`config.mk`:
```
export PLATFORM = sky130hd
export DESIGN_NAME = set_assoc_cache_tag_plru
export DESIGN_NICKNAME = d
export VERILOG_FILES = /design/src/hw/rtl/sac_plru_pkg.sv /design/src/hw/rtl/sac_plru_ram.sv /design/src/hw/rtl/sac_plru_dp.sv /design/src/hw/rtl/sac_plru_ctrl.sv /design/src/hw/rtl/set_assoc_cache_tag_plru.sv
export SDC_FILE = /design/constraint.sdc
export NUM_CORES = 1
export LEC_CHECK = 0
export BUFFER_PORTS_ARGS = -buffer_cell sky130_fd_sc_hd__buf_2
export CORE_MARGIN = 2
export CORE_UTILIZATION = 30
export DETAILED_ROUTE_END_ITERATION = 8
export SLEW_MARGIN = 30
export SYNTH_ARGS = -nofsm -noshare
export SYNTH_HDL_FRONTEND = slang
export SYNTH_SLANG_ARGS = --single-unit
export TNS_END_PERCENT = 30
```
`constraint.sdc`:
```
create_clock -name clk -period 22.5 [get_ports clk]
set_clock_uncertainty 0.1 [all_clocks]
set_input_delay 3.375 -clock clk [delete_from_list [all_inputs] [get_ports clk]]
set_output_delay 3.375 -clock clk [all_outputs]
set_load 0.02 [all_outputs]
```
`src/hw/rtl/sac_plru_pkg.sv`:
```
// Shared constants, types and replacement-policy tables for the 4-way PLRU cache tag block.
// Used by the datapath, controller, top level and checker by scoped names.
`default_nettype none

package sac_plru_pkg;

    localparam int SET_COUNT   = 8;   // power of two, 2..256
    localparam int OFFSET_BITS = 4;   // 2..8
    localparam int WAY_COUNT   = 4;
    localparam int WAY_W       = 2;
    localparam int ADDR_W      = 32;
    localparam int CNT_W       = 32;
    localparam int PLRU_W      = 3;
    localparam int INDEX_W     = $clog2(SET_COUNT);
    localparam int TAG_W       = ADDR_W - OFFSET_BITS - INDEX_W;
    localparam int ROW_W       = WAY_COUNT * TAG_W;

    // access kind on the op field
    localparam logic OP_READ  = 1'b0;
    localparam logic OP_WRITE = 1'b1;

    typedef logic [PLRU_W-1:0] plru_t;
    typedef logic [WAY_W-1:0]  way_t;

    // next tree state, indexed by [low two state bits][accessed way]
    localparam plru_t PLRU_NEXT [4][4] = '{
        '{3'd6, 3'd4, 3'd1, 3'd0},
        '{3'd7, 3'd5, 3'd1, 3'd0},
        '{3'd6, 3'd4, 3'd3, 3'd2},
        '{3'd7, 3'd5, 3'd3, 3'd2}
    };

    // victim way, indexed by the full tree state
    localparam way_t PLRU_VICTIM [8] = '{
        2'd0, 2'd0, 2'd1, 2'd1, 2'd2, 2'd3, 2'd2, 2'd3
    };

    // controller to datapath commands
    typedef struct packed {
        logic capture;   // latch the incoming transaction, start the tag row read
        logic commit;    // resolve the lookup, update state and load the result
    } sac_cmd_t;

endpackage

`default_nettype wire

```
`src/hw/rtl/sac_plru_ram.sv`:
```
// Generic single-write, single-read RAM with registered read data.
// No dependencies.
`default_nettype none

module sac_plru_ram #(
    parameter int WIDTH = 8,
    parameter int DEPTH = 8
) (
    input  wire logic                                       clk,
    input  wire logic                                       we,
    input  wire logic [((DEPTH > 1) ? $clog2(DEPTH) : 1)-1:0] waddr,
    input  wire logic [WIDTH-1:0]                           wdata,
    input  wire logic                                       re,
    input  wire logic [((DEPTH > 1) ? $clog2(DEPTH) : 1)-1:0] raddr,
    output logic      [WIDTH-1:0]                           rdata
);

    logic [WIDTH-1:0] mem_reg [DEPTH];
    logic [WIDTH-1:0] rdata_reg;

    always_ff @(posedge clk)
    begin
        if (we)
        begin
            mem_reg[waddr] <= wdata;
        end
        if (re)
        begin
            rdata_reg <= mem_reg[raddr];
        end
    end

    assign rdata = rdata_reg;

endmodule

`default_nettype wire

```
`src/hw/rtl/sac_plru_dp.sv`:
```
// Datapath: tag RAM, per-set valid/dirty/PLRU state, hit and victim logic, counters.
// Depends on sac_plru_pkg and sac_plru_ram.
`default_nettype none

module sac_plru_dp (
    input  wire logic                               clk,
    input  wire logic                               rst_n,
    input  wire sac_plru_pkg::sac_cmd_t             cmd,
    input  wire logic                               op,
    input  wire logic [sac_plru_pkg::ADDR_W-1:0]    address,
    output logic                                    hit,
    output logic [sac_plru_pkg::WAY_W-1:0]          way,
    output logic                                    write_back,
    output logic [sac_plru_pkg::CNT_W-1:0]          read_total,
    output logic [sac_plru_pkg::CNT_W-1:0]          write_total,
    output logic [sac_plru_pkg::CNT_W-1:0]          hit_total,
    output logic [sac_plru_pkg::CNT_W-1:0]          miss_total,
    output logic [sac_plru_pkg::CNT_W-1:0]          write_back_total
);

    // latched transaction
    logic                              op_reg;
    logic [sac_plru_pkg::INDEX_W-1:0]  set_reg;
    logic [sac_plru_pkg::TAG_W-1:0]    tag_reg;

    // per-set state in flops, cleared at reset
    logic [sac_plru_pkg::WAY_COUNT-1:0] valid_reg [sac_plru_pkg::SET_COUNT];
    logic [sac_plru_pkg::WAY_COUNT-1:0] dirty_reg [sac_plru_pkg::SET_COUNT];
    sac_plru_pkg::plru_t                plru_reg  [sac_plru_pkg::SET_COUNT];

    // result and counters
    logic                              hit_reg;
    sac_plru_pkg::way_t                way_reg;
    logic                              wb_reg;
    logic [sac_plru_pkg::CNT_W-1:0]    read_cnt_reg;
    logic [sac_plru_pkg::CNT_W-1:0]    write_cnt_reg;
    logic [sac_plru_pkg::CNT_W-1:0]    hit_cnt_reg;
    logic [sac_plru_pkg::CNT_W-1:0]    miss_cnt_reg;
    logic [sac_plru_pkg::CNT_W-1:0]    wb_cnt_reg;

    // tag RAM: one row per set, all four ways side by side
    logic [sac_plru_pkg::ROW_W-1:0]    row_rdata;
    logic [sac_plru_pkg::ROW_W-1:0]    row_wdata;
    logic                              row_we;
    logic [sac_plru_pkg::INDEX_W-1:0]  rd_set;

    // lookup
    logic [sac_plru_pkg::WAY_COUNT-1:0] valid_row;
    logic [sac_plru_pkg::WAY_COUNT-1:0] dirty_row;
    sac_plru_pkg::plru_t                plru_row;
    logic [sac_plru_pkg::WAY_COUNT-1:0] hit_vec;
    logic                               lk_hit;
    sac_plru_pkg::way_t                 hit_way;
    sac_plru_pkg::way_t                 free_way;
    sac_plru_pkg::way_t                 acc_way;
    logic                               lk_wb;
    logic [sac_plru_pkg::WAY_COUNT-1:0] way_mask;
    logic [sac_plru_pkg::WAY_COUNT-1:0] valid_next;
    logic [sac_plru_pkg::WAY_COUNT-1:0] dirty_next;
    sac_plru_pkg::plru_t                plru_next;

    assign rd_set = address[sac_plru_pkg::OFFSET_BITS +: sac_plru_pkg::INDEX_W];

    sac_plru_ram #(
        .WIDTH (sac_plru_pkg::ROW_W),
        .DEPTH (sac_plru_pkg::SET_COUNT)
    ) u_tag_ram (
        .clk   (clk),
        .we    (row_we),
        .waddr (set_reg),
        .wdata (row_wdata),
        .re    (cmd.capture),
        .raddr (rd_set),
        .rdata (row_rdata)
    );

    always_comb
    begin
        valid_row = valid_reg[set_reg];
        dirty_row = dirty_reg[set_reg];
        plru_row  = plru_reg[set_reg];

        for (int w = 0; w < sac_plru_pkg::WAY_COUNT; w++)
        begin
            hit_vec[w] = valid_row[w] &&
                (row_rdata[w*sac_plru_pkg::TAG_W +: sac_plru_pkg::TAG_W] == tag_reg);
        end

        // lowest matching way wins
        hit_way = '0;
        for (int w = sac_plru_pkg::WAY_COUNT - 1; w >= 0; w--)
        begin
            if (hit_vec[w])
            begin
                hit_way = sac_plru_pkg::WAY_W'(w);
            end
        end
        lk_hit = |hit_vec;

        // lowest invalid way, or the tree victim when the set is full
        free_way = sac_plru_pkg::PLRU_VICTIM[plru_row];
        for (int w = sac_plru_pkg::WAY_COUNT - 1; w >= 0; w--)
        begin
            if (!valid_row[w])
            begin
                free_way = sac_plru_pkg::WAY_W'(w);
            end
        end

        acc_way  = lk_hit ? hit_way : free_way;
        way_mask = '0;
        way_mask[acc_way] = 1'b1;

        lk_wb = !lk_hit && valid_row[acc_way] && dirty_row[acc_way];

        valid_next = valid_row | way_mask;
        dirty_next = lk_hit ? dirty_row : (dirty_row & ~way_mask);
        if (op_reg == sac_plru_pkg::OP_WRITE)
        begin
            dirty_next = dirty_next | way_mask;
        end
        plru_next = sac_plru_pkg::PLRU_NEXT[plru_row[1:0]][acc_way];

        // replace the victim's tag, keep the other ways
        for (int w = 0; w < sac_plru_pkg::WAY_COUNT; w++)
        begin
            row_wdata[w*sac_plru_pkg::TAG_W +: sac_plru_pkg::TAG_W] =
                (sac_plru_pkg::WAY_W'(w) == acc_way) ? tag_reg
                : row_rdata[w*sac_plru_pkg::TAG_W +: sac_plru_pkg::TAG_W];
        end
        row_we = cmd.commit && !lk_hit;
    end

    // transaction capture and result payload
    always_ff @(posedge clk)
    begin
        if (cmd.capture)
        begin
            op_reg  <= op;
            set_reg <= rd_set;
            tag_reg <= address[sac_plru_pkg::ADDR_W-1 -: sac_plru_pkg::TAG_W];
        end
        if (cmd.commit)
        begin
            hit_reg <= lk_hit;
            way_reg <= acc_way;
            wb_reg  <= lk_wb;
        end
    end

    // set state and counters
    always_ff @(posedge clk or negedge rst_n)
    begin
        if (!rst_n)
        begin
            for (int s = 0; s < sac_plru_pkg::SET_COUNT; s++)
            begin
                valid_reg[s] <= '0;
                dirty_reg[s] <= '0;
                plru_reg[s]  <= '0;
            end
            read_cnt_reg  <= '0;
            write_cnt_reg <= '0;
            hit_cnt_reg   <= '0;
            miss_cnt_reg  <= '0;
            wb_cnt_reg    <= '0;
        end
        else if (cmd.commit)
        begin
            valid_reg[set_reg] <= valid_next;
            dirty_reg[set_reg] <= dirty_next;
            plru_reg[set_reg]  <= plru_next;
            if (op_reg == sac_plru_pkg::OP_WRITE)
            begin
                write_cnt_reg <= write_cnt_reg + sac_plru_pkg::CNT_W'(1);
            end
            else
            begin
                read_cnt_reg <= read_cnt_reg + sac_plru_pkg::CNT_W'(1);
            end
            if (lk_hit)
            begin
                hit_cnt_reg <= hit_cnt_reg + sac_plru_pkg::CNT_W'(1);
            end
            else
            begin
                miss_cnt_reg <= miss_cnt_reg + sac_plru_pkg::CNT_W'(1);
            end
            if (lk_wb)
            begin
                wb_cnt_reg <= wb_cnt_reg + sac_plru_pkg::CNT_W'(1);
            end
        end
    end

    assign hit              = hit_reg;
    assign way              = way_reg;
    assign write_back       = wb_reg;
    assign read_total       = read_cnt_reg;
    assign write_total      = write_cnt_reg;
    assign hit_total        = hit_cnt_reg;
    assign miss_total       = miss_cnt_reg;
    assign write_back_total = wb_cnt_reg;

endmodule

`default_nettype wire

```
`src/hw/rtl/sac_plru_ctrl.sv`:
```
// Controller: sequences capture, lookup and result hand-off for one transaction at a time.
// Depends on sac_plru_pkg.
`default_nettype none

module sac_plru_ctrl (
    input  wire logic                   clk,
    input  wire logic                   rst_n,
    input  wire logic                   in_valid,
    output logic                        in_ready,
    output logic                        out_valid,
    input  wire logic                   out_ready,
    output sac_plru_pkg::sac_cmd_t      cmd
);

    typedef enum logic {
        ST_IDLE,
        ST_LOOKUP
    } state_t;

    state_t state_reg;
    state_t state_next;
    logic   out_valid_reg;
    logic   out_valid_next;
    logic   slot_free;

    // the result register may be reloaded once its transaction leaves
    assign slot_free = !out_valid_reg || out_ready;

    always_comb
    begin
        cmd.capture    = 1'b0;
        cmd.commit     = 1'b0;
        state_next     = state_reg;
        out_valid_next = out_valid_reg && !out_ready;
        unique case (state_reg)
            ST_IDLE:
            begin
                if (in_valid)
                begin
                    cmd.capture = 1'b1;
                    state_next  = ST_LOOKUP;
                end
            end
            ST_LOOKUP:
            begin
                if (slot_free)
                begin
                    cmd.commit     = 1'b1;
                    out_valid_next = 1'b1;
                    state_next     = ST_IDLE;
                end
            end
            default:
            begin
                state_next = ST_IDLE;
            end
        endcase
    end

    always_ff @(posedge clk or negedge rst_n)
    begin
        if (!rst_n)
        begin
            state_reg     <= ST_IDLE;
            out_valid_reg <= 1'b0;
        end
        else
        begin
            state_reg     <= state_next;
            out_valid_reg <= out_valid_next;
        end
    end

    assign in_ready  = (state_reg == ST_IDLE);
    assign out_valid = out_valid_reg;

endmodule

`default_nettype wire

```
`src/hw/rtl/set_assoc_cache_tag_plru.sv`:
```
// Top level of the 4-way set-associative cache tag and tree-PLRU block.
// Depends on sac_plru_pkg, sac_plru_ctrl and sac_plru_dp.
//
// Usage:
//   Input channel (in_valid/in_ready, op, address) carries one access per
//   transaction: op is read or write, address a byte address. Output channel
//   (out_valid/out_ready) returns exactly one result per access: hit, way,
//   write_back and the five running totals, this access included.
//   An accepted transaction is captured and its tag row read into the RAM's
//   registered output; the compare-and-update step of the same set then
//   loads the result register, once that register is free.
//   One access is in flight at a time; in_ready is high only when idle.
//   A waiting result sits in the output register, so the next access is
//   accepted and its tag row read while the receiver stalls; only its
//   update step holds until the output register is free.
//   Reset clears all valid, dirty and PLRU bits and the counters at once
//   (flops, no clearing pass); the tag RAM contents need no reset since a
//   tag is only compared for a valid way.
`default_nettype none

module set_assoc_cache_tag_plru (
    input  wire logic                               clk,
    input  wire logic                               rst_n,
    input  wire logic                               in_valid,
    output logic                                    in_ready,
    input  wire logic                               op,
    input  wire logic [sac_plru_pkg::ADDR_W-1:0]    address,
    output logic                                    out_valid,
    input  wire logic                               out_ready,
    output logic                                    hit,
    output logic [sac_plru_pkg::WAY_W-1:0]          way,
    output logic                                    write_back,
    output logic [sac_plru_pkg::CNT_W-1:0]          read_total,
    output logic [sac_plru_pkg::CNT_W-1:0]          write_total,
    output logic [sac_plru_pkg::CNT_W-1:0]          hit_total,
    output logic [sac_plru_pkg::CNT_W-1:0]          miss_total,
    output logic [sac_plru_pkg::CNT_W-1:0]          write_back_total
);

    sac_plru_pkg::sac_cmd_t cmd;

    // sequence capture and commit, own both handshakes
    sac_plru_ctrl u_ctrl (
        .clk       (clk),
        .rst_n     (rst_n),
        .in_valid  (in_valid),
        .in_ready  (in_ready),
        .out_valid (out_valid),
        .out_ready (out_ready),
        .cmd       (cmd)
    );

    // hold tags and set state, resolve hit or victim, advance counters
    sac_plru_dp u_dp (
        .clk              (clk),
        .rst_n            (rst_n),
        .cmd              (cmd),
        .op               (op),
        .address          (address),
        .hit              (hit),
        .way              (way),
        .write_back       (write_back),
        .read_total       (read_total),
        .write_total      (write_total),
        .hit_total        (hit_total),
        .miss_total       (miss_total),
        .write_back_total (write_back_total)
    );

endmodule

`default_nettype wire

```
==> metrics, run 1 <==
status finished, final reports clean; worst min path class reg2reg; Pins Over Slew Limit 0; max_slew headroom 0.361; height of the die 404 um; met2 wire len 51800 um; pin count of the biggest net entering global routing 130; IO buf count 198; reg2reg end u_dp.dirty_reg[31]; filler instances 14900; Hold Path Origin u_dp.hit_total[31]; synth warn 0; max reg flops 800; met1 wire length 52300 um; predominant post-synthesis flop cell edfxtp_1; Initial Util 0.302; FF+latch count, synth 1183; CP endpoint kind flop; Critical Path Slowest Stage Cell a221oi_1; multi-input combinational cell area 13100 um^2; H-tree levels 4; Synth cell types 55; first-pass GRT wire length 172000 um; RSZ-0062 raised after global routing false; Crit Path Max Fanout 36; Setup crit start kind flop; gr usage total 0.141; cts hold-fix bufs 0; CP peak stage delay 0.83 ns; kind of critical path reg2reg; cells along the critical path buf_4 -> mux4_2 -> mux2i_1 -> and2_1 -> o21ai_0 -> a221oi_1 -> o21a_1 -> nand2b_2 -> buf_4 -> clkinv_2 -> buf_4 -> a21oi_1 -> o21ai_0; Die W 404 um; Seq/Total Area, Yosys 0.715; post-detail-place hpwl 66000 um; P&R area growth vs syn 16.6%; drt wl/cell 22.2 um; DR iter-0 viols 2454; layout cells sized above 1 0.274; Max VDD drop 0.0000876 V; Longest Clk Path Bufs 3; PwrDens 115 nW/um^2; Worst-Margin Slew 0.958 ns; Lkg Pwr 0.0200 uW; Clock transition at path regs 0.06 ns; DRC viols 0; Avg Inst Size Synth 17.2 um^2; FF/Latch Area 34300 um^2; crit path time final 6.42 ns; CTS tree done; vias in the first global route 25700; Core ar. 159000 um^2; Skew-Pair Late Insertion Delay 0.76 ns; Synthesized Nets 2824; post-DR vias/cell 4.93; Highest Signal Layer met4; CTS root buffer clkbuf_16; Post-synth ARST share 0.211; Worst Hold End u_dp.hit_total[31]; Req. time, crit path 22.96 ns; Placer Congestion 0.797; setup TNS 0 ns; Post-synth EDFFs 933; crit path DAT 6.89 ns; Antenna Violating Nets Remaining 0; DP Area 51600 um^2; FF-to-FF path depth 13; PostCTS Resize Cnt 0; site row count 146; met3 wire len 9220 um; drt pass-1 iters 5; period utilization 0.286; Mapped Area 47900 um^2; Worst R2R Start u_dp.set_reg[0]; nets 3085; total chip power 6440 uW; post-route cell area 55900 um^2; Mapped Cells 2782; reg2reg setup slack 16.08 ns; die area 163000 um^2; vias 25700; most frequent CP cell buf_4; drt total wl 116000 um; max-cap violations 0; Fmax achieved 156 MHz; GRT overflow 0; initial antenna violation count 1; clk sinks 1183; CTS Buf Count 130; endpoints failing setup 0; Hold Vio Cnt, Final 0; Worst Hold Depth 1; I/O pins 203; Post-CTS Repair Setup Buffers 0
## logic make-up (layout without fill, tap and decap cells)
kind of cell             count (synthesis)  count (layout)  synth area share
XOR/XNOR                               255             255            0.0466
flip-flops                            1183            1183             0.715
other                                    0               1                 0
multiplexers                           391             391             0.142
buffers and inverters                  158             516            0.0132
AO/OA/AOI/OAI                          120             120            0.0147
AND/OR/NAND/NOR                        670             670            0.0678
adder cells (fa/ha/maj)                  5               5           0.00130
## layout by cell type (no fill, tap or decap), drive strengths merged, types with 4 or more instances in the layout
cell type	instances
a21oi	30
a221oi	4
and2	8
and3	33
and4	9
buf	260
bufinv	8
clkbuf	167
clkinv	44
dfrtp	250
edfxtp	933
ha	5
inv	34
mux2	166
mux2i	12
mux4	213
nand2	298
nand2b	6
nand3	63
nand4	40
nor2	102
nor2b	6
nor3	35
nor4	51
nor4b	5
o21ai	66
xnor2	100
xor2	155
## power breakdown
| group | switching [uW] | leakage (uW) | total, uW | internal (uW) |
|---|---|---|---|---|
| combinational | 904 | 0.00627 | 1290 | 388 |
| sequential | 139 | 0.0117 | 3070 | 2930 |
| clock | 884 | 0.00201 | 2080 | 1190 |
| total | 1930 | 0.0200 | 6440 | 4510 |
## synth_stat cells (all sizes together), types with 4 or more instances
library cell    n  area share
edfxtp        933        0.58
nand2         298       0.023
dfrtp         250        0.13
mux4          213        0.10
mux2          166       0.039
xor2          155       0.028
nor2          102      0.0080
xnor2         100       0.018
clkbuf         85      0.0067
o21ai          66      0.0070
nand3          63      0.0066
nor4           51      0.0089
buf            46      0.0044
nand4          40      0.0054
nor3           35      0.0039
and3           33      0.0043
a21oi          30      0.0031
inv            25      0.0020
mux2i          12      0.0025
and4            9      0.0016
and2            8      0.0010
nand2b          6     0.00078
nor2b           6     0.00078
ha              5      0.0013
nor4b           5      0.0010
a221oi          4     0.00073
## stage by stage
stage	util	std cells	setup slack [ns]	hold WS, ns
after floorplan	-	2782	10.70	0.342
after detailed placement	0.326	4979	15.39	0.353
after global placement	0.325	4976	14.87	0.353
after CTS	0.352	5208	16.12	0.364
final	0.353	5213	16.08	0.362
after global routing	0.353	5212	15.78	0.376
## routing by layer
layer  vias up  global-route usage
met5         -                   0
met4         0              0.0376
met3       163              0.0360
met2       939               0.213
met1     13400               0.201
li1      11200                   -
## critical path: cells and delay by family (launching register included)
kind | cells | cell delay (ns)
AOI/OAI and AO/OA | 5 | 2.06
buffers and inverters | 4 | 1.92
DFF | 1 | 0.32
muxes | 2 | 1.12
and+or+nand+nor | 2 | 0.68
## how the worst max path moves through the flow
stage                               start                            end  slack, ns
after global routing      u_dp.set_reg[0]             u_dp.dirty_reg[31]      15.78
after CTS                 u_dp.set_reg[0]             u_dp.dirty_reg[31]      16.12
after detailed placement        out_ready  u_dp.u_tag_ram.mem_reg[5][78]      15.39
after global placement          out_ready  u_dp.u_tag_ram.mem_reg[4][39]      14.87
final                     u_dp.set_reg[0]             u_dp.dirty_reg[31]      16.08
after floorplan                 out_ready   u_dp.u_tag_ram.mem_reg[6][0]      10.70
## layout make-up
class / count / share of cell area
Tap cell: 2072 / 0.0464
Sequential cell: 1183 / 0.613
Timing Repair Buffer: 260 / 0.0297
Clock inverter: 62 / 0.0122
Inverter: 27 / 0.00184
Multi-Input combinational cell: 1441 / 0.235
Clock buffer: 167 / 0.0620
Antenna cell: 1 / 0.0000448
(Power assumes the default switching activity.)
==> inputs of run 2 (changes only) <==
- clock period: 22.5 -> 5.18 ns (I/O delays scaled with it)
==> run 2 against run 1 <==
Compared with the run above: critical path depth down 3; largest cell class unchanged; clock power rose to 4.4 times the previous value; non-clock buffer count grew 12; register-to-register slack worse by 15 ns; worst hold slack lost 0.35 ns; combinational power grew to 4.4 times the previous value; critical endpoint is now u_dp.dirty_reg[15]; global-route usage decreased by 0.074 points; first-iteration DRC count up 6.5%.
==> metrics, run 2 (same netlist as run 1, synthesis figures left out) <==
Core ar. 159000 um^2 (unchanged); H-tree levels 4 (unchanged); Pins Over Slew Limit 0 (unchanged); PwrDens 502 nW/um^2 (was 115 nW/um^2); CP endpoint kind flop (unchanged); kind of critical path reg2reg (unchanged); met3 Use GR 0.0315 (was 0.0360); commonest non-fill, non-tap cells in the layout 933 x edfxtp_1, 298 x nand2_1, 250 x dfrtp_1, 213 x mux4_2, 194 x buf_2 (unchanged); drt total wl 115000 um (was 116000 um); Skew-Pair Late Insertion Delay 0.77 ns (was 0.76 ns); RSZ-0062 raised after global routing false (unchanged); first-pass GRT wire length 171000 um (was 172000 um); pin count of the biggest net entering global routing 114 (was 130); Crit Path Max Fanout 12 (was 36); non-filler cells, final 5233 (was 5213); height of the die 404 um (unchanged); crit path DAT 4.99 ns (was 6.89 ns); DRC viols 0 (unchanged); CP peak stage delay 0.81 ns (was 0.83 ns); cts hold-fix bufs 0 (unchanged); Longest Clk Path Bufs 3 (unchanged); post-detail-place hpwl 65400 um (was 66000 um); layout cells sized above 1 0.278 (was 0.274); Antenna Violating Nets Remaining 0 (unchanged); DR iter-0 viols 2614 (was 2454); clk sinks 1183 (unchanged); Initial Util 0.302 (unchanged); placed cells 4994 (was 4979); post-DR vias/cell 4.91 (was 4.93); Req. time, crit path 5.69 ns (was 22.96 ns); CTS Buf Count 132 (was 130); status finished, final reports clean (unchanged); max_slew headroom 0.431 (was 0.361); Setup crit start kind flop (unchanged); CTS root buffer clkbuf_16 (unchanged); commonest non-fill, non-tap cell in the layout edfxtp_1 (unchanged); vias in the first global route 25700 (about the same); vias 25700 (about the same); worst min path class in2async (was reg2reg); met2 usage 0.213 (about the same); Lkg Pwr 0.0202 uW (was 0.0200 uW); worst path bufs/invs 1 (was 4); initial antenna violation count 5 (was 1); IO buf count 198 (unchanged); Worst-Margin Slew 0.854 ns (was 0.958 ns); drt pass-1 iters 5 (unchanged); PostCTS Resize Cnt 0 (unchanged); Max VDD drop 0.000384 V (was 0.0000876 V); Post-CTS Repair Setup Buffers 0 (unchanged); WHS 0.0105 ns (was 0.362 ns); GRT overflow 0 (unchanged); routing usage on met1 0.200 (was 0.201); total chip power 28300 uW (was 6440 uW); Die W 404 um (unchanged); filler instances 14800 (was 14900); site row count 146 (unchanged); die area 163000 um^2 (unchanged); Placer Congestion 0.803 (was 0.797); DP Area 51900 um^2 (was 51600 um^2); post-route cell area 56300 um^2 (was 55900 um^2); gr usage total 0.140 (was 0.141); Hold Vio Cnt, Final 0 (unchanged); CTS tree done (unchanged); nets 3099 (was 3085); P&R area growth vs syn 17.4% (was 16.6%); crit path time final 4.49 ns (was 6.42 ns); Clock transition at path regs 0.06 ns (about the same); Critical Path Slowest Stage Cell edfxtp_1 (was a221oi_1); Fmax achieved 223 MHz (was 156 MHz); GR peak layer met2 (unchanged); drt wl/cell 22.1 um (was 22.2 um); setup TNS 0 ns (unchanged); I/O pins 203 (unchanged); cells along the critical path mux2i_1 -> mux4_2 -> a221o_1 -> a311o_1 -> a311oi_4 -> nand2b_1 -> buf_4 -> o21a_1 -> a21oi_1 -> o21ai_0 (was buf_4 -> mux4_2 -> mux2i_1 -> and2_1 -> o21ai_0 -> a221oi_1 -> o21a_1 -> nand2b_2 -> buf_4 -> clkinv_2 -> buf_4 -> a21oi_1 -> o21ai_0); delay-heaviest family, CP compound AO/OA/AOI/OAI gates (unchanged); diode count 0 (was 1); endpoints failing setup 0 (unchanged); max reg flops 800 (unchanged); period utilization 0.866 (was 0.286); max-cap violations 0 (unchanged)
-- run 2: final cells by class --
class	instances	area, um^2	area share
flip-flops and latches	1183	34300	0.609
multi-input cells	1441	13100	0.233
clock buffers	169	3540	0.0630
well taps	2072	2590	0.0461
repair buffers	272	1870	0.0331
clock inverters	69	769	0.0137
inverters	27	101	0.00180
-- run 2: final timing paths --
| path | from | end | slack (ns) | depth (start not counted) |
|---|---|---|---|---|
| worst max-delay path | u_dp.set_reg[0] | u_dp.dirty_reg[15] | 0.69 | 10 |
| worst min-delay path | rst_n | u_dp.read_total[28] | 0.01 | 1 |
| worst max register to register | u_dp.set_reg[0] | u_dp.dirty_reg[15] | 0.69 | 10 |
| worst min register to register | u_dp.read_total[31] | u_dp.read_total[31] | 0.37 | 1 |
| max in group asynchronous | rst_n | u_dp.hit_total[5] | 3.80 | 2 |
| min in group clk | address[28] | u_dp.tag_reg[21] | 0.09 | 1 |
-- run 2: stage by stage --
stage,worst slack (ns),util
6_report,0.695,0.355
5_1_grt,0.348,0.355
4_1_cts,0.668,0.355
3_5_place_dp,0.696,0.328
3_3_place_gp,0.740,0.328
2_1_floorplan,-1.85,-
-- run 2: worst reg2reg max path: cells and delay by family, from the launching register on --
| kind | cells | cell delay (ns) |
|---|---|---|
| flip-flops | 1 | 0.81 |
| AND/OR/NAND/NOR | 1 | 0.25 |
| AO/OA/AOI/OAI | 6 | 2.26 |
| multiplexers | 2 | 0.67 |
| buffers and inverters | 1 | 0.28 |
-- run 2: power by group --
part	switching (uW)	internal (uW)
sequential	633	12700
clock	3940	5320
combinational	3870	1770
total	8440	19800
-- run 2: layer usage --
metal,share of wire,wire [um]
met5,0.00049,57
met4,0.024,2740
met3,0.073,8430
met2,0.45,52000
met1,0.45,52200
==> inputs of run 3 (changes only) <==
- ABC_AREA: default -> 1
==> run 3 against run 2 <==
Compared with the run above: sequential cell count stayed put; first-iteration DRC count is 23% higher; design area is 3.8% higher; largest cell class unchanged.
==> metrics, run 3 <==
status finished, final reports clean (unchanged); Synth top area share 0.555 (was 0.584); post-synth top area cell edfxtp_1 (unchanged); Fmax achieved 229 MHz (was 223 MHz); Worst-Margin Slew 1.07 ns (was 0.854 ns); non-filler cells, final 7077 (was 5233); total chip power 27600 uW (was 28300 uW); cells along the critical path xnor2_1 -> nand2_1 -> nor2_1 -> nand2_1 -> nor2_1 -> nand2_2 -> nand3_1 -> nand2_4 -> inv_4 -> nand2_2 -> buf_4 -> o21ai_0 (was mux2i_1 -> mux4_2 -> a221o_1 -> a311o_1 -> a311oi_4 -> nand2b_1 -> buf_4 -> o21a_1 -> a21oi_1 -> o21ai_0); Setup crit start kind flop (unchanged); CTS tree done (unchanged); kind of critical path reg2reg (unchanged); top cells by area, synth edfxtp_1 55%, dfrtp_1 12%, nor2_1 6.6% (was edfxtp_1 58%, dfrtp_1 13%, mux4_2 10%); gr usage total 0.149 (was 0.140); initial antenna violation count 7 (was 5); Pins Over Slew Limit 0 (unchanged); Initial Util 0.302 (about the same); Mapped Area 50500 um^2 (was 47900 um^2); Clock transition at path regs 0.06 ns (about the same); Antenna Violating Nets Remaining 0 (unchanged); nets 4813 (was 3099); GRT overflow 0 (unchanged); Synthesized Nets 4649 (was 2824); Critical Path Slowest Stage Cell o21ai_0 (was edfxtp_1); Crit Path Max Fanout 23 (was 12); DR iter-0 viols 3208 (was 2614); setup ws final 0.805 ns (was 0.695 ns); DRC viols 0 (unchanged); PwrDens 471 nW/um^2 (was 502 nW/um^2); worst min path class in2reg (was in2async); max reg flops 800 (unchanged); Placer Congestion 0.881 (was 0.803); Post-CTS Repair Setup Buffers 0 (unchanged); WHS 0.114 ns (was 0.0105 ns); CTS root buffer clkbuf_16 (unchanged); Core ar. 167000 um^2 (was 159000 um^2); site row count 150 (was 146); crit path DAT 4.67 ns (was 4.99 ns); CTS Buf Count 116 (was 132); Mapped Cells 4607 (was 2782); RSZ-0062 raised after global routing false (unchanged); max_slew headroom 0.286 (was 0.431); Setup WS pre-CTS 0.945 ns (was 0.696 ns); Seq/Total Area, Yosys 0.679 (was 0.715); synth warn 0 (unchanged); drt total wl 131000 um (was 115000 um); Synth cell types 59 (was 55); pin count of the biggest net entering global routing 167 (was 114); I/O pins 203 (unchanged); Req. time, crit path 5.47 ns (was 5.69 ns); drt wl/cell 18.6 um (was 22.1 um); Post-synth EDFFs 933 (unchanged); Post-synth ARST share 0.211 (unchanged); clk sinks 1183 (unchanged); Avg Inst Size Synth 11.0 um^2 (was 17.2 um^2); setup TNS 0 ns (unchanged); CP endpoint kind flop (unchanged); commonest non-fill, non-tap cells in the layout 933 x edfxtp_1, 873 x nor2_1, 775 x nand2_1, 603 x o21ai_0, 250 x dfrtp_1 (was 933 x edfxtp_1, 298 x nand2_1, 250 x dfrtp_1, 213 x mux4_2, 194 x buf_2); Lkg Pwr 0.0218 uW (was 0.0202 uW); post-detail-place hpwl 78600 um (was 65400 um); Synth top cells by count 933 x edfxtp_1, 882 x nor2_1, 776 x nand2_1 (was 933 x edfxtp_1, 298 x nand2_1, 250 x dfrtp_1); Hold Vio Cnt, Final 0 (unchanged); top-count cell post-synth edfxtp_1 (unchanged); crit path time final 4.37 ns (was 4.49 ns); vias in the first global route 32700 (was 25700); layout cells sized above 1 0.112 (was 0.278); endpoints failing setup 0 (unchanged); height of the die 414 um (was 404 um); vias 34400 (was 25700); period utilization 0.845 (was 0.866); die area 172000 um^2 (was 163000 um^2); IO buf count 198 (unchanged); commonest non-fill, non-tap cell in the layout edfxtp_1 (unchanged); P&R area growth vs syn 15.7% (was 17.4%); drt pass-1 iters 5 (unchanged); Die W 414 um (was 404 um); H-tree levels 3 (was 4); Longest Clk Path Bufs 3 (unchanged); FF+latch count, synth 1183 (unchanged); CP peak stage delay 0.73 ns (was 0.81 ns); predominant post-synthesis flop cell edfxtp_1 (unchanged); first-pass GRT wire length 201000 um (was 171000 um); Max VDD drop 0.000297 V (was 0.000384 V); placed cells 6856 (was 4994); max-cap violations 0 (unchanged); post-DR vias/cell 4.86 (was 4.91); Skew-Pair Late Insertion Delay 0.74 ns (was 0.77 ns)
run 3: changes by cell type after synthesis, sizes merged, moves of 25 or more:
cell    delta
a31oi     +99
nand2    +498
mux4     -213
and3      -33
clkbuf   +103
a21oi     -25
o22ai    +100
nand4     +31
o21ai    +547
nor4      -26
mux2     -164
nor2     +796
xor2      -46
inv      +164
run 3: critical path: cells and delay by family (launching register included):
kind,cells,cell delay (ns)
compound gates,1,0.73
xor+xnor,1,0.61
buf+inv,2,0.57
flops,1,0.50
simple gates,8,1.49
run 3: layout make-up:
cell class,instances,area [um^2]
tap,2204,2760
clock buffer,144,3120
fill,16300,109000
clock inverter,75,815
timing repair buffer,280,2160
sequential,1183,34300
antenna,1,2.50
inverter,191,739
multi-input combinational,2999,14600
run 3: path summary, 6_finish.rpt:
path | startpoint | to | slack, ns | depth (start not counted)
min in group asynchronous | rst_n | u_dp.hit_total[16] | 0.56 | 2
worst min register to register | u_dp.hit_total[31] | u_dp.hit_total[31] | 0.36 | 1
worst min-delay path | address[9] | u_dp.tag_reg[2] | 0.11 | 1
max in group asynchronous | rst_n | u_dp.miss_total[21] | 3.24 | 3
worst max register to register | u_dp.tag_reg[12] | u_dp.u_tag_ram.mem_reg[5][97] | 0.81 | 12
worst max-delay path | u_dp.tag_reg[12] | u_dp.u_tag_ram.mem_reg[5][97] | 0.81 | 12
run 3: routing by layer:
layer  part of all wire  wire (um)  vias to the layer above  track usage
met3              0.060       7830                      186       0.0246
li1                   -          -                    16300            -
met5                  0          0                        -            0
met4              0.024       3130                        0       0.0381
met2               0.46      60900                     1015        0.240
met1               0.45      59500                    16900        0.207
run 3: metrics by stage:
| stage | utilization | instance area [um^2] |
|---|---|---|
| floorplan | - | 50500 |
| global placement | 0.326 | 54500 |
| detailed placement | 0.326 | 54500 |
| CTS | 0.350 | 58400 |
| global route | 0.350 | 58500 |
| finish | 0.350 | 58500 |
run 3: kinds of logic after synthesis:
group,share of synthesized area
flip-flops,0.679
buffers and inverters,0.0341
AO/OA/AOI/OAI,0.0889
XOR/XNOR,0.0378
adder cells (fa/ha/maj),0.00124
AND/OR/NAND/NOR,0.159
multiplexers,0.000446
run 3: report_power, final:
part	internal (uW)	total [uW]	switching, uW
registers	12700	13300	597
logic	1320	5490	4170
clock network	4990	8730	3740
total	19100	27600	8500
run 3: what timing repair did:
item | in CTS | in global routing
hold buffers | 1 | 0
resized for setup | 0 | 0
endpoints found under the hold margin | 48 | 0
